[config.mk]
export PLATFORM = sky130hd
export DESIGN_NAME = focuser_command_frame_parser_core
export DESIGN_NICKNAME = d
export VERILOG_FILES = /design/src/hdl/fcfp_pkg.sv /design/src/hdl/focuser_command_frame_parser_core.sv
export SDC_FILE = /design/constraint.sdc
export NUM_CORES = 1
export LEC_CHECK = 0
export ABC_CLOCK_PERIOD_IN_PS = 3300
export BUFFER_PORTS_ARGS = -buffer_cell sky130_fd_sc_hd__buf_2
export CAP_MARGIN = 20
export CORE_MARGIN = 1.5
export CORE_UTILIZATION = 58
export DETAILED_ROUTE_END_ITERATION = 7
export PLACE_DENSITY = 0.84
export SLEW_MARGIN = 20
export SYNTH_ARGS = -nofsm -noshare
export SYNTH_HDL_FRONTEND = slang
export SYNTH_SLANG_ARGS = --single-unit
[constraint.sdc]
create_clock -name i_clk -period 3.3 [get_ports i_clk]
set_clock_uncertainty 0.1 [all_clocks]
set_input_delay 0.66 -clock i_clk [delete_from_list [all_inputs] [get_ports i_clk]]
set_output_delay 0.66 -clock i_clk [all_outputs]
set_load 0.005 [all_outputs]
[src/hdl/fcfp_pkg.sv]
// fcfp_pkg: shared widths, codes and decode helpers for the focuser command frame parser
// no dependencies; imported by focuser_command_frame_parser_core
package fcfp_pkg;

    localparam int C_MAX_PAYLOAD = 16;
    localparam int C_CNT_W       = $clog2(C_MAX_PAYLOAD + 1);

    localparam int C_BYTE_W   = 8;
    localparam int C_CODE_W   = 4;
    localparam int C_VALUE_W  = 16;
    localparam int C_STATUS_W = 2;
    localparam int C_RES_W    = C_CODE_W + C_VALUE_W + C_STATUS_W;
    localparam int C_TDATA_W  = ((C_RES_W + 7) / 8) * 8;

    typedef logic [C_BYTE_W-1:0]   t_byte;
    typedef logic [C_CODE_W-1:0]   t_code;
    typedef logic [C_VALUE_W-1:0]  t_value;
    typedef logic [C_STATUS_W-1:0] t_status;
    typedef logic [C_CNT_W-1:0]    t_count;

    // framing characters
    localparam t_byte C_CH_START = 8'h3A; // ':'
    localparam t_byte C_CH_END   = 8'h23; // '#'

    // command codes
    localparam t_code C_CMD_FQ    = 4'd0;
    localparam t_code C_CMD_GP    = 4'd1;
    localparam t_code C_CMD_SP    = 4'd2;
    localparam t_code C_CMD_GN    = 4'd3;
    localparam t_code C_CMD_SN    = 4'd4;
    localparam t_code C_CMD_FG    = 4'd5;
    localparam t_code C_CMD_GH    = 4'd6;
    localparam t_code C_CMD_SF    = 4'd7;
    localparam t_code C_CMD_SH    = 4'd8;
    localparam t_code C_CMD_GI    = 4'd9;
    localparam t_code C_CMD_GV    = 4'd10;
    localparam t_code C_CMD_GD    = 4'd11;
    localparam t_code C_CMD_SD    = 4'd12;
    localparam t_code C_CMD_GT    = 4'd13;
    localparam t_code C_CMD_GC    = 4'd14;
    localparam t_code C_CMD_UNREC = 4'd15;

    // frame status codes
    localparam t_status C_ST_OK      = 2'd0;
    localparam t_status C_ST_UNREC   = 2'd1;
    localparam t_status C_ST_BAD_LEN = 2'd2;
    localparam t_status C_ST_BAD_HEX = 2'd3;

    // expected payload lengths
    localparam t_count C_LEN_NONE  = t_count'(0);
    localparam t_count C_LEN_SPEED = t_count'(2);
    localparam t_count C_LEN_POS   = t_count'(4);

    function automatic t_code decode_pair(input t_byte a, input t_byte b);
        t_code code;
        code = C_CMD_UNREC;
        case (a)
            "F": begin
                case (b)
                    "Q":     code = C_CMD_FQ;
                    "G":     code = C_CMD_FG;
                    default: code = C_CMD_UNREC;
                endcase
            end
            "G": begin
                case (b)
                    "P":     code = C_CMD_GP;
                    "N":     code = C_CMD_GN;
                    "H":     code = C_CMD_GH;
                    "I":     code = C_CMD_GI;
                    "V":     code = C_CMD_GV;
                    "D":     code = C_CMD_GD;
                    "T":     code = C_CMD_GT;
                    "C":     code = C_CMD_GC;
                    default: code = C_CMD_UNREC;
                endcase
            end
            "S": begin
                case (b)
                    "P":     code = C_CMD_SP;
                    "N":     code = C_CMD_SN;
                    "F":     code = C_CMD_SF;
                    "H":     code = C_CMD_SH;
                    "D":     code = C_CMD_SD;
                    default: code = C_CMD_UNREC;
                endcase
            end
            default: code = C_CMD_UNREC;
        endcase
        return code;
    endfunction

    function automatic t_count expected_len(input t_code code);
        t_count len;
        if (code == C_CMD_SP || code == C_CMD_SN) begin
            len = C_LEN_POS;
        end else if (code == C_CMD_SD) begin
            len = C_LEN_SPEED;
        end else begin
            len = C_LEN_NONE;
        end
        return len;
    endfunction

    // bit 4 set means not a hex digit
    function automatic logic [4:0] hex_value(input t_byte c);
        logic [4:0] v;
        if (c inside {["0":"9"]}) begin
            v = 5'(c - 8'h30);
        end else if (c inside {["A":"F"]}) begin
            v = 5'(c - 8'h37);
        end else if (c inside {["a":"f"]}) begin
            v = 5'(c - 8'h57);
        end else begin
            v = 5'd16;
        end
        return v;
    endfunction

endpackage

[src/hdl/focuser_command_frame_parser_core.sv]
// focuser_command_frame_parser_core: serial command frame parser, one character per word
// depends on fcfp_pkg
//
// Takes one received ASCII character per input word and parses frames of the form
// ':' opcode(2 chars) payload '#'. A ':' restarts the frame at any point; anything
// else outside a frame is dropped. On '#' one result word goes out with the command
// code, the hex payload value and a status (ok, unrecognized opcode, wrong length,
// bad hex digit); param_value is zero unless the status is ok. A payload longer
// than C_MAX_PAYLOAD characters drops the frame silently. Rate: one character per
// clock, sustained. Each character is first registered in the input register; the
// parse step then updates the frame state and loads the result register, which
// presents the result word for its '#' on m_axis. The only stall is a held result
// word: while it waits and m_axis_tready is low, the input register holds and
// s_axis_tready follows m_axis_tready.
module focuser_command_frame_parser_core
    import fcfp_pkg::*;
(
    input  logic                 i_clk,
    input  logic                 i_rst_n,
    // input characters
    input  logic                 s_axis_tvalid,
    output logic                 s_axis_tready,
    input  logic [7:0]           s_axis_tdata,  // [7:0] in_byte
    // result words
    output logic                 m_axis_tvalid,
    input  logic                 m_axis_tready,
    output logic [C_TDATA_W-1:0] m_axis_tdata   // [3:0] cmd_code, [19:4] param_value,
                                                // [21:20] frame_status, [23:22] zero
);

    // parse phases
    localparam logic [1:0] PH_IDLE = 2'd0;
    localparam logic [1:0] PH_OP1  = 2'd1;
    localparam logic [1:0] PH_OP2  = 2'd2;
    localparam logic [1:0] PH_PAY  = 2'd3;

    // input register
    logic   r_in_valid;
    t_byte  r_in_byte;

    // frame state
    logic [1:0] r_phase,    n_phase;
    t_byte      r_op1,      n_op1;
    t_code      r_cmd,      n_cmd;
    t_count     r_count,    n_count;
    t_value     r_accum,    n_accum;
    logic       r_all_hex,  n_all_hex;

    // result register
    logic    r_out_valid;
    t_code   r_out_code,   n_out_code;
    t_value  r_out_value,  n_out_value;
    t_status r_out_status, n_out_status;
    logic    n_emit;

    logic       advance;
    logic [4:0] hex_v;
    t_count     exp_len;

    // the parse step runs whenever a character is held and the result register can take a word
    assign advance       = r_in_valid && (!r_out_valid || m_axis_tready);
    assign s_axis_tready = !r_in_valid || advance;

    assign hex_v   = hex_value(r_in_byte);
    assign exp_len = expected_len(r_cmd);

    always_comb begin
        n_phase      = r_phase;
        n_op1        = r_op1;
        n_cmd        = r_cmd;
        n_count      = r_count;
        n_accum      = r_accum;
        n_all_hex    = r_all_hex;
        n_emit       = 1'b0;
        n_out_code   = r_cmd;
        n_out_value  = '0;
        n_out_status = C_ST_OK;

        if (r_in_byte == C_CH_START) begin
            // start of frame, clears whatever was in progress
            n_phase   = PH_OP1;
            n_cmd     = C_CMD_UNREC;
            n_count   = '0;
            n_accum   = '0;
            n_all_hex = 1'b1;
        end else begin
            case (r_phase)
                PH_OP1: begin
                    n_op1   = r_in_byte;
                    n_phase = PH_OP2;
                end
                PH_OP2: begin
                    n_cmd   = decode_pair(r_op1, r_in_byte);
                    n_phase = PH_PAY;
                end
                PH_PAY: begin
                    if (r_in_byte != C_CH_END) begin
                        if (r_count == t_count'(C_MAX_PAYLOAD)) begin
                            // payload overflow: drop the frame
                            n_phase   = PH_IDLE;
                            n_cmd     = C_CMD_UNREC;
                            n_count   = '0;
                            n_accum   = '0;
                            n_all_hex = 1'b1;
                        end else begin
                            n_count = r_count + t_count'(1);
                            if (hex_v[4]) begin
                                n_all_hex = 1'b0;
                                n_accum   = {r_accum[C_VALUE_W-5:0], 4'h0};
                            end else begin
                                n_accum   = {r_accum[C_VALUE_W-5:0], hex_v[3:0]};
                            end
                        end
                    end else begin
                        // end of frame: status precedence unrec, length, hex
                        n_emit = 1'b1;
                        if (r_cmd == C_CMD_UNREC) begin
                            n_out_status = C_ST_UNREC;
                        end else if (r_count != exp_len) begin
                            n_out_status = C_ST_BAD_LEN;
                        end else if (exp_len != C_LEN_NONE && !r_all_hex) begin
                            n_out_status = C_ST_BAD_HEX;
                        end else begin
                            n_out_status = C_ST_OK;
                            if (exp_len == C_LEN_POS) begin
                                n_out_value = r_accum;
                            end else if (exp_len == C_LEN_SPEED) begin
                                n_out_value = {8'h00, r_accum[7:0]};
                            end
                        end
                        n_phase   = PH_IDLE;
                        n_cmd     = C_CMD_UNREC;
                        n_count   = '0;
                        n_accum   = '0;
                        n_all_hex = 1'b1;
                    end
                end
                default: begin
                    // idle: non-start characters are ignored
                    n_phase = PH_IDLE;
                end
            endcase
        end
    end

    // input register
    always_ff @(posedge i_clk) begin
        if (!i_rst_n) begin
            r_in_valid <= 1'b0;
        end else if (s_axis_tready) begin
            r_in_valid <= s_axis_tvalid;
        end
        if (s_axis_tready && s_axis_tvalid) begin
            r_in_byte <= s_axis_tdata;
        end
    end

    // frame state
    always_ff @(posedge i_clk) begin
        if (!i_rst_n) begin
            r_phase   <= PH_IDLE;
            r_cmd     <= C_CMD_UNREC;
            r_count   <= '0;
            r_accum   <= '0;
            r_all_hex <= 1'b1;
        end else if (advance) begin
            r_phase   <= n_phase;
            r_cmd     <= n_cmd;
            r_count   <= n_count;
            r_accum   <= n_accum;
            r_all_hex <= n_all_hex;
        end
        if (advance) begin
            r_op1 <= n_op1;
        end
    end

    // result register
    always_ff @(posedge i_clk) begin
        if (!i_rst_n) begin
            r_out_valid <= 1'b0;
        end else if (advance) begin
            r_out_valid <= n_emit;
        end else if (m_axis_tready) begin
            r_out_valid <= 1'b0;
        end
        if (advance && n_emit) begin
            r_out_code   <= n_out_code;
            r_out_value  <= n_out_value;
            r_out_status <= n_out_status;
        end
    end

    assign m_axis_tvalid = r_out_valid;
    assign m_axis_tdata  = {(C_TDATA_W - C_RES_W)'(0), r_out_status, r_out_value, r_out_code};

    // a failed frame never carries a value
    a_fail_zero_value: assert property (@(posedge i_clk) disable iff (!i_rst_n)
        (r_out_valid && r_out_status != C_ST_OK) |-> (r_out_value == '0))
        else $error("nonzero value on failed frame");

    // unrecognized status goes with the unrecognized code and only with it
    a_unrec_match: assert property (@(posedge i_clk) disable iff (!i_rst_n)
        r_out_valid |-> ((r_out_code == C_CMD_UNREC) == (r_out_status == C_ST_UNREC)))
        else $error("status and code disagree on unrecognized opcode");

    // payload count never passes its limit
    a_count_bound: assert property (@(posedge i_clk) disable iff (!i_rst_n)
        r_count <= t_count'(C_MAX_PAYLOAD))
        else $error("payload count overflow");

    // a start character always lands in the first opcode phase
    a_start_restart: assert property (@(posedge i_clk) disable iff (!i_rst_n)
        (advance && r_in_byte == C_CH_START) |=> (r_phase == PH_OP1 && r_count == '0))
        else $error("start character did not restart the frame");

    // reset leaves the parser idle with nothing pending
    a_reset_idle: assert property (@(posedge i_clk)
        !i_rst_n |=> (r_phase == PH_IDLE && !r_out_valid && !r_in_valid))
        else $error("parser not idle after reset");

endmodule

==> results of run 1 <==
==> flip-flops by register name, indices dropped and copies added, names as in the netlist <==
register,flops
r_phase,2
r_op1,8
r_in_valid,1
r_out_value,16
r_out_code,4
r_out_status,2
r_accum,16
r_count,5
r_in_byte,8
r_all_hex,1
n_out_code,4
m_axis_tvalid,1
==> synth_stat cells (7+ instances only) <==
cell | number | area, um2
sky130_fd_sc_hd__a21oi_1 | 11 | 55.05
sky130_fd_sc_hd__nand2b_1 | 9 | 56.30
sky130_fd_sc_hd__o21ai_0 | 9 | 45.04
sky130_fd_sc_hd__a22oi_1 | 12 | 90.09
sky130_fd_sc_hd__and3_1 | 11 | 68.82
sky130_fd_sc_hd__dfxtp_1 | 30 | 600.6
sky130_fd_sc_hd__a211oi_1 | 7 | 52.55
sky130_fd_sc_hd__nand2_1 | 24 | 90.09
sky130_fd_sc_hd__ha_1 | 10 | 125.1
sky130_fd_sc_hd__nor2_1 | 39 | 146.4
sky130_fd_sc_hd__nor4_1 | 12 | 75.07
sky130_fd_sc_hd__edfxtp_1 | 38 | 1141
sky130_fd_sc_hd__inv_1 | 13 | 48.80
==> cells in the final DEF, fill, tap and decap left out, types with 10 or more instances in the layout <==
cell type	synthesis	layout
sky130_fd_sc_hd__a22oi_1	12	12
sky130_fd_sc_hd__buf_2	3	35
sky130_fd_sc_hd__edfxtp_1	38	38
sky130_fd_sc_hd__nor4_1	12	12
sky130_fd_sc_hd__and3_1	11	11
sky130_fd_sc_hd__nand2_1	24	24
sky130_fd_sc_hd__a21oi_1	11	11
sky130_fd_sc_hd__nor2_1	39	38
sky130_fd_sc_hd__ha_1	10	10
sky130_fd_sc_hd__dfxtp_1	30	30
sky130_fd_sc_hd__inv_1	13	13
==> layout make-up <==
cell class / count / share of cell area
Inverter: 15 / 0.01517
Clock inverter: 7 / 0.01146
Clock buffer: 9 / 0.03337
Timing Repair Buffer: 37 / 0.05123
Sequential cell: 68 / 0.4692
Tap cell: 72 / 0.02427
Multi-Input combinational cell: 229 / 0.3953
==> final timing paths <==
path / end
worst max-delay path: r_out_value[3]$_SDFFCE_PP0P_
worst max register to register: r_out_value[3]$_SDFFCE_PP0P_
worst min-delay path: r_in_byte[6]$_DFFE_PP_
worst min register to register: r_all_hex$_SDFFE_PN1P_
==> cell families (layout without fill, tap and decap cells) <==
logic type,Yosys count,count (layout)
mux,5,5
other cells,1,2
compound gates,69,69
buf+inv,30,68
fa+ha+maj,10,10
xor+xnor,5,5
flops,68,68
simple gates,138,138
==> per-stage QoR <==
stage / setup slack (ns) / util / cell area, um2
floorplan: 0.6598 / - / 3361
global placement: 0.9121 / 0.6400 / 3546
detailed placement: 0.8518 / 0.6400 / 3546
CTS: 0.8368 / 0.6701 / 3712
global route: 0.5290 / 0.6701 / 3712
finish: 0.7690 / 0.6701 / 3712
==> layer usage <==
| layer | vias to the layer above | GRT usage | wire (um) |
|---|---|---|---|
| li1 | 1277 | - | - |
| met1 | 1231 | 0.3035 | 3056 |
| met2 | 101 | 0.3641 | 3137 |
| met3 | 11 | 0.06782 | 437 |
| met4 | 0 | 0.1263 | 152 |
| met5 | - | 0 | 0 |
==> critical path: stages (launching register included) <==
cell and delay, ns:
sky130_fd_sc_hd__edfxtp_1 0.49, sky130_fd_sc_hd__ha_1 0.30, sky130_fd_sc_hd__nor2b_1 0.20, sky130_fd_sc_hd__nand4_1 0.50, sky130_fd_sc_hd__nor2b_1 0.57, sky130_fd_sc_hd__and3_1 0.23
==> where the power goes <==
| part | switching [mW] | internal [mW] | leakage [nW] |
|---|---|---|---|
| combinational | 0.0447 | 0.0311 | 0.638 |
| clock | 0.315 | 0.268 | 0.0828 |
| sequential | 0.0198 | 0.898 | 0.575 |
| total | 0.379 | 1.20 | 1.30 |
==> flow_summary.ini, run 1 <==
[cells_and_area]
final.fill_count = 424
multi_input_area_mm2 = 0.001468
sequential_cell_area_mm2 = 0.001742
layout-drive-gt1-share = 0.1671
layout.nets = 382
antenna_cells_inserted = 0
stdcell_count = 437
areaGrowthSynthToFinish_pct = 10.59

[route]
vias = 2620
drc = 0
finalWirelength_mm = 6.783
ant_nets = 0
post_drt_via_cell_ratio = 5.995
drtPass1Iterations = 5
wl_per_cell_um = 15.52
detail_route.iter0.violations = 189

[logic_synthesis]
synth_xor_area_frac = 0.01305
synth_mux_area_frac = 0.01565
synth-compound-area-share = 0.1461
yosys.area_share.simple = 0.2221
synthesis.area_per_instance_um2 = 10.30
yosys_register_bits = 68
postSynthCellCount = 326
library_cells_used_by_synthesis = 55
yosys_warnings = 0
proportion_of_synthesized_flip_flops_having_asynchronous_set_or_reset = 0
synthesis.area_mm2 = 0.003357
synth_edf_count = 38
synth_top_family_by_area = simple AND/OR/NAND/NOR gates
synth-adder-area-share = 0.03727
postSynth.topFlopCell = sky130_fd_sc_hd__edfxtp_1
yosysSeqAreaShare = 0.5188

[global_routing]
grt_antenna_before_repair = 0
grt_start_max_net_pins = 26
grt_first_pass_wirelength_mm = 11.23
grtUsageTotal = 0.2372
grt_pass1_vias = 2400
gr-total-overflow = 0

[setup_path]
setup.worst_path.class = flip-flop to flip-flop
cp.required_ns = 3.41
worstSetupStartpointType = flip-flop
register_to_register_setup_slack_ns = 0.77
crit_path_end_kind = flip-flop
highest_net_fanout_along_the_worst_path = 12
worst_r2r_startpoint = r_in_byte[0]$_DFFE_PP_
cp.arrival_ns = 2.65
r2r_cells = 5
worst_setup_startpoint = r_in_byte[0]$_DFFE_PP_

[floorplanning]
standard_cell_rows = 27
i_o_pin_total = 38
floorplan.die_area_mm2 = 0.006254
core-area_mm2 = 0.005540
chipWidth_um = 79.08
chipHeight_um = 79.08
start_util = 0.6059

[timing]
finalSetupViolations = 0
fin_crit_sh = 0.7670
tightest_slew_ns = 0.7071
max_slew_margin = 0.5286
grt_setup_unrepaired = no
maxClockFrequency_mhz = 395.1
finalMaxSlewViolations = 0
timing.setup.tns_ns = 0
layout_min_cycle_time_ns = 2.531
final_hold_viol_count = 0
hold-worst-slack_ns = 0.3819

[pwr]
total_power_mw = 1.576
cellPowerDensity_mw_per_mm2 = 424.5
power.leakage_nw = 1.297
vdd_drop_max_v = 0.0003395

[clock_tree]
tritoncts = done
post_cts_resize_count = 0
ctsHoldBuffers = 0
h-tree-depth = 3
clkSlewWorstSetupHoldPaths_ns = 0.07
clk_sink_count = 68
ctsLongestPathBuffers = 2
worst_skew_pair.late_latency_ns = 0.35
clock_tree.root_cell = sky130_fd_sc_hd__clkbuf_8
cts-buffers-inserted = 9
cts.repair_timing.setup_buffer_count = 0

[hold_path]
holdPathStages = 1
hold_path_class = primary input to flip-flop
hold_start = s_axis_tdata[6]

[status]
run_status = complete, no violations

[run]
max_cap_violations = 0

[placed_design]
place.detailed.instances = 421
place_congestion = 0.8623
detailedPlacementHpwl_mm = 4.866
io_buffer_count = 35
(Power assumes the default switching activity.)
==> inputs of run 2 (changes only) <==
--- a/config.mk
+++ b/config.mk
@@ -5,13 +5,14 @@
 export SDC_FILE = /design/constraint.sdc
 export NUM_CORES = 1
 export LEC_CHECK = 0
-export ABC_CLOCK_PERIOD_IN_PS = 3300
+export ABC_AREA = 1
+export ABC_CLOCK_PERIOD_IN_PS = 2500
 export BUFFER_PORTS_ARGS = -buffer_cell sky130_fd_sc_hd__buf_2
 export CAP_MARGIN = 20
 export CORE_MARGIN = 1.5
-export CORE_UTILIZATION = 58
+export CORE_UTILIZATION = 59
 export DETAILED_ROUTE_END_ITERATION = 7
-export PLACE_DENSITY = 0.84
+export PLACE_DENSITY = 0.85
 export SLEW_MARGIN = 20
 export SYNTH_ARGS = -nofsm -noshare
 export SYNTH_HDL_FRONTEND = slang
==> constraint.sdc (replaced) <==
create_clock -name i_clk -period 2.5 [get_ports i_clk]
set_clock_uncertainty 0.1 [all_clocks]
set_input_delay 0.5 -clock i_clk [delete_from_list [all_inputs] [get_ports i_clk]]
set_output_delay 0.5 -clock i_clk [all_outputs]
set_load 0.005 [all_outputs]
==> run 2 against run 1 <==
- hold slack got worse by 0.16 ns
- utilization increased by 0.94 points
- combinational power increased by 44%
- synthesized cell count increased by 29%
- wire length increased by 4.1%
- final area increased by 7.7%
- synthesized area increased by 5.9%
- setup slack got worse by 0.50 ns
- non-clock buffer count increased by 3
- sequential power increased by 32%
- largest cell class unchanged
- highest routed layer unchanged
==> flow_summary.ini, run 2 <==
[status]
run_status = complete, no violations

[clock_tree]
cts.repair_timing.setup_buffer_count = 0
ctsHoldBuffers = 0
h-tree-depth = 3
ctsLongestPathBuffers = 2
worst_skew_pair.late_latency_ns = 0.35
post_cts_resize_count = 0
cts-buffers-inserted = 9
clock_tree.root_cell = sky130_fd_sc_hd__clkbuf_8
clkSlewWorstSetupHoldPaths_ns = 0.08
clk_sink_count = 68
tritoncts = done

[global_routing]
grt_first_pass_wirelength_mm = 11.69
grt_antenna_before_repair = 0
grt_pass1_vias = 2597
grtUsageTotal = 0.2408
grt_start_max_net_pins = 24
gr-total-overflow = 0

[logic_synthesis]
postSynth.topFlopCell = sky130_fd_sc_hd__edfxtp_1
synthesis.area_mm2 = 0.003555
yosysSeqAreaShare = 0.4900
library_cells_used_by_synthesis = 35
synth.top_cells.by_area = sky130_fd_sc_hd__edfxtp_1 32%, sky130_fd_sc_hd__dfxtp_1 17%, sky130_fd_sc_hd__nand2_1 12%
yosysTopAreaCellShare = 0.3210
yosys_warnings = 0
synth_edf_count = 38
synthesis.area_per_instance_um2 = 8.443
synth_top_cell_by_area = sky130_fd_sc_hd__edfxtp_1
postSynthCellCount = 421
proportion_of_synthesized_flip_flops_having_asynchronous_set_or_reset = 0
yosys.cell_count.top_type = sky130_fd_sc_hd__nand2_1
ys_top_cells_by_count = 117 x sky130_fd_sc_hd__nand2_1, 53 x sky130_fd_sc_hd__inv_1, 41 x sky130_fd_sc_hd__nor2_1
yosys_register_bits = 68

[cells_and_area]
layout-drive-gt1-share = 0.2021
highest_count_cells_in_the_layout_ignoring_fill_and_taps = 117 x sky130_fd_sc_hd__nand2_1, 53 x sky130_fd_sc_hd__inv_1, 40 x sky130_fd_sc_hd__nor2_1
areaGrowthSynthToFinish_pct = 12.50
multi_input_area_mm2 = 0.001533
layout.cells.most_common = sky130_fd_sc_hd__nand2_1
sequential_cell_area_mm2 = 0.001742
layout.cell_area.non_filler_mm2 = 0.003999
layout_top_registers = r_accum (16), r_out_value (16)
antenna_cells_inserted = 0
stdcell_count = 545
layout.nets = 487
final.fill_count = 451

[timing]
layout_min_cycle_time_ns = 2.236
final_hold_viol_count = 0
max_slew_margin = 0.5090
tightest_slew_ns = 0.7357
fin_crit_sh = 0.8942
grt_setup_unrepaired = no
maxClockFrequency_mhz = 447.3
timing.setup.tns_ns = 0
finalMaxSlewViolations = 0
finalSetupViolations = 0

[setup_path]
worst_setup_startpoint = r_in_byte[0]$_DFFE_PP_
r2r_cells = 8
register_to_register_setup_slack_ns = 0.26
worst_r2r_startpoint = r_in_byte[0]$_DFFE_PP_
r2r-end = r_out_value[9]$_SDFFCE_PP0P_
crit_path_end_kind = flip-flop
cp.required_ns = 2.43
cp.arrival_ns = 2.17
highest_net_fanout_along_the_worst_path = 23
worstSetupStartpointType = flip-flop
setup.worst_path.class = flip-flop to flip-flop

[hold_path]
holdPathStages = 1
min_delay_worst_endpoint = r_in_byte[2]$_DFFE_PP_
hold_start = s_axis_tdata[2]
hold_path_class = primary input to flip-flop

[route]
detail_route.iter0.violations = 207
ant_nets = 0
vias = 2885
drtPass1Iterations = 5
wl_per_cell_um = 12.96
drc = 0
post_drt_via_cell_ratio = 5.294
finalWirelength_mm = 7.062

[pwr]
cellPowerDensity_mw_per_mm2 = 558.8
vdd_drop_max_v = 0.0003997
power.leakage_nw = 1.543

[floorplanning]
i_o_pin_total = 38
floorplan.die_area_mm2 = 0.006500
start_util = 0.6040
chipHeight_um = 80.62
standard_cell_rows = 28
chipWidth_um = 80.62
core-area_mm2 = 0.005886

[placed_design]
io_buffer_count = 35
dpl-instance-area_mm2 = 0.003800
place.detailed.instances = 529
detailedPlacementHpwl_mm = 5.219
place_congestion = 1.051

[run]
max_cap_violations = 0
run 2: cell count changes after synthesis, moves of 12 or more:
cell	delta
sky130_fd_sc_hd__nand2_1	+93
sky130_fd_sc_hd__inv_1	+40
sky130_fd_sc_hd__nand3_1	+14
sky130_fd_sc_hd__a21oi_1	+19
sky130_fd_sc_hd__a22oi_1	-12
sky130_fd_sc_hd__nor4_1	-12
run 2: cell type report:
class,instances,area share
Inverter,58,0.05476
Clock buffer,9,0.03098
Multi-Input combinational cell,288,0.3833
Clock inverter,7,0.01877
Tap cell,75,0.02347
Sequential cell,68,0.4355
Timing Repair Buffer,40,0.05319
run 2: logic make-up (layout without fill, tap and decap cells):
kind of cell,count (synthesis),after routing,synth area share
AOI/OAI and AO/OA,45,45,0.06934
buffers and inverters,66,114,0.08060
xor gates and xnor gates,2,2,0.004929
and+or+nand+nor,229,229,0.3189
other,1,2,0.001055
adders and majority gates,10,10,0.03520
DFF,68,68,0.4900
run 2: metal layers:
| metal | GRT usage | vias up | share of wire |
|---|---|---|---|
| met4 | 0.1207 | 0 | 0.026 |
| met2 | 0.3588 | 104 | 0.44 |
| met5 | 0 | - | 0 |
| met1 | 0.3287 | 1309 | 0.47 |
| met3 | 0.05341 | 21 | 0.063 |
| li1 | - | 1451 | - |
run 2: how the worst max path moves through the flow:
stage                               endpoint  slack [ns]  cells after the start
4_1_cts              r_out_code[0]$_DFFE_PP_        0.26                      8
2_1_floorplan        r_out_code[0]$_DFFE_PP_        0.14                      7
3_3_place_gp   r_out_value[12]$_SDFFCE_PP0P_        0.37                      8
5_1_grt             r_accum[15]$_SDFFE_PN0P_        0.05                     10
3_5_place_dp    r_out_value[7]$_SDFFCE_PP0P_        0.28                      8
6_report        r_out_value[9]$_SDFFCE_PP0P_        0.26                      8
run 2: worst max-delay path: stages (launching register included):
cell and delay (ns):
sky130_fd_sc_hd__edfxtp_1 0.47, sky130_fd_sc_hd__inv_1 0.14, sky130_fd_sc_hd__ha_1 0.24, sky130_fd_sc_hd__nand3_2 0.11, sky130_fd_sc_hd__nor2_4 0.07, sky130_fd_sc_hd__nor3_4 0.29, sky130_fd_sc_hd__inv_1 0.11, sky130_fd_sc_hd__nor2_2 0.08
sky130_fd_sc_hd__buf_4 0.29
run 2: power breakdown:
group / internal, mW / total [mW] / switching (mW)
Clock: 0.465 / 0.919 / 0.454
Combinational: 0.0344 / 0.109 / 0.0747
Sequential: 1.19 / 1.21 / 0.0177
Total: 1.69 / 2.23 / 0.546
run 2: through the flow:
step | setup WS [ns] | total power, mW | util | hold WS (ns)
global route | 0.05455 | 2.309 | 0.6794 | 0.2129
floorplan | 0.1405 | 1.308 | - | 0.3435
detailed placement | 0.2751 | 1.339 | 0.6456 | 0.3574
global placement | 0.3742 | 1.336 | 0.6456 | 0.3530
finish | 0.2644 | 2.235 | 0.6794 | 0.2195
CTS | 0.2563 | 2.235 | 0.6794 | 0.2099
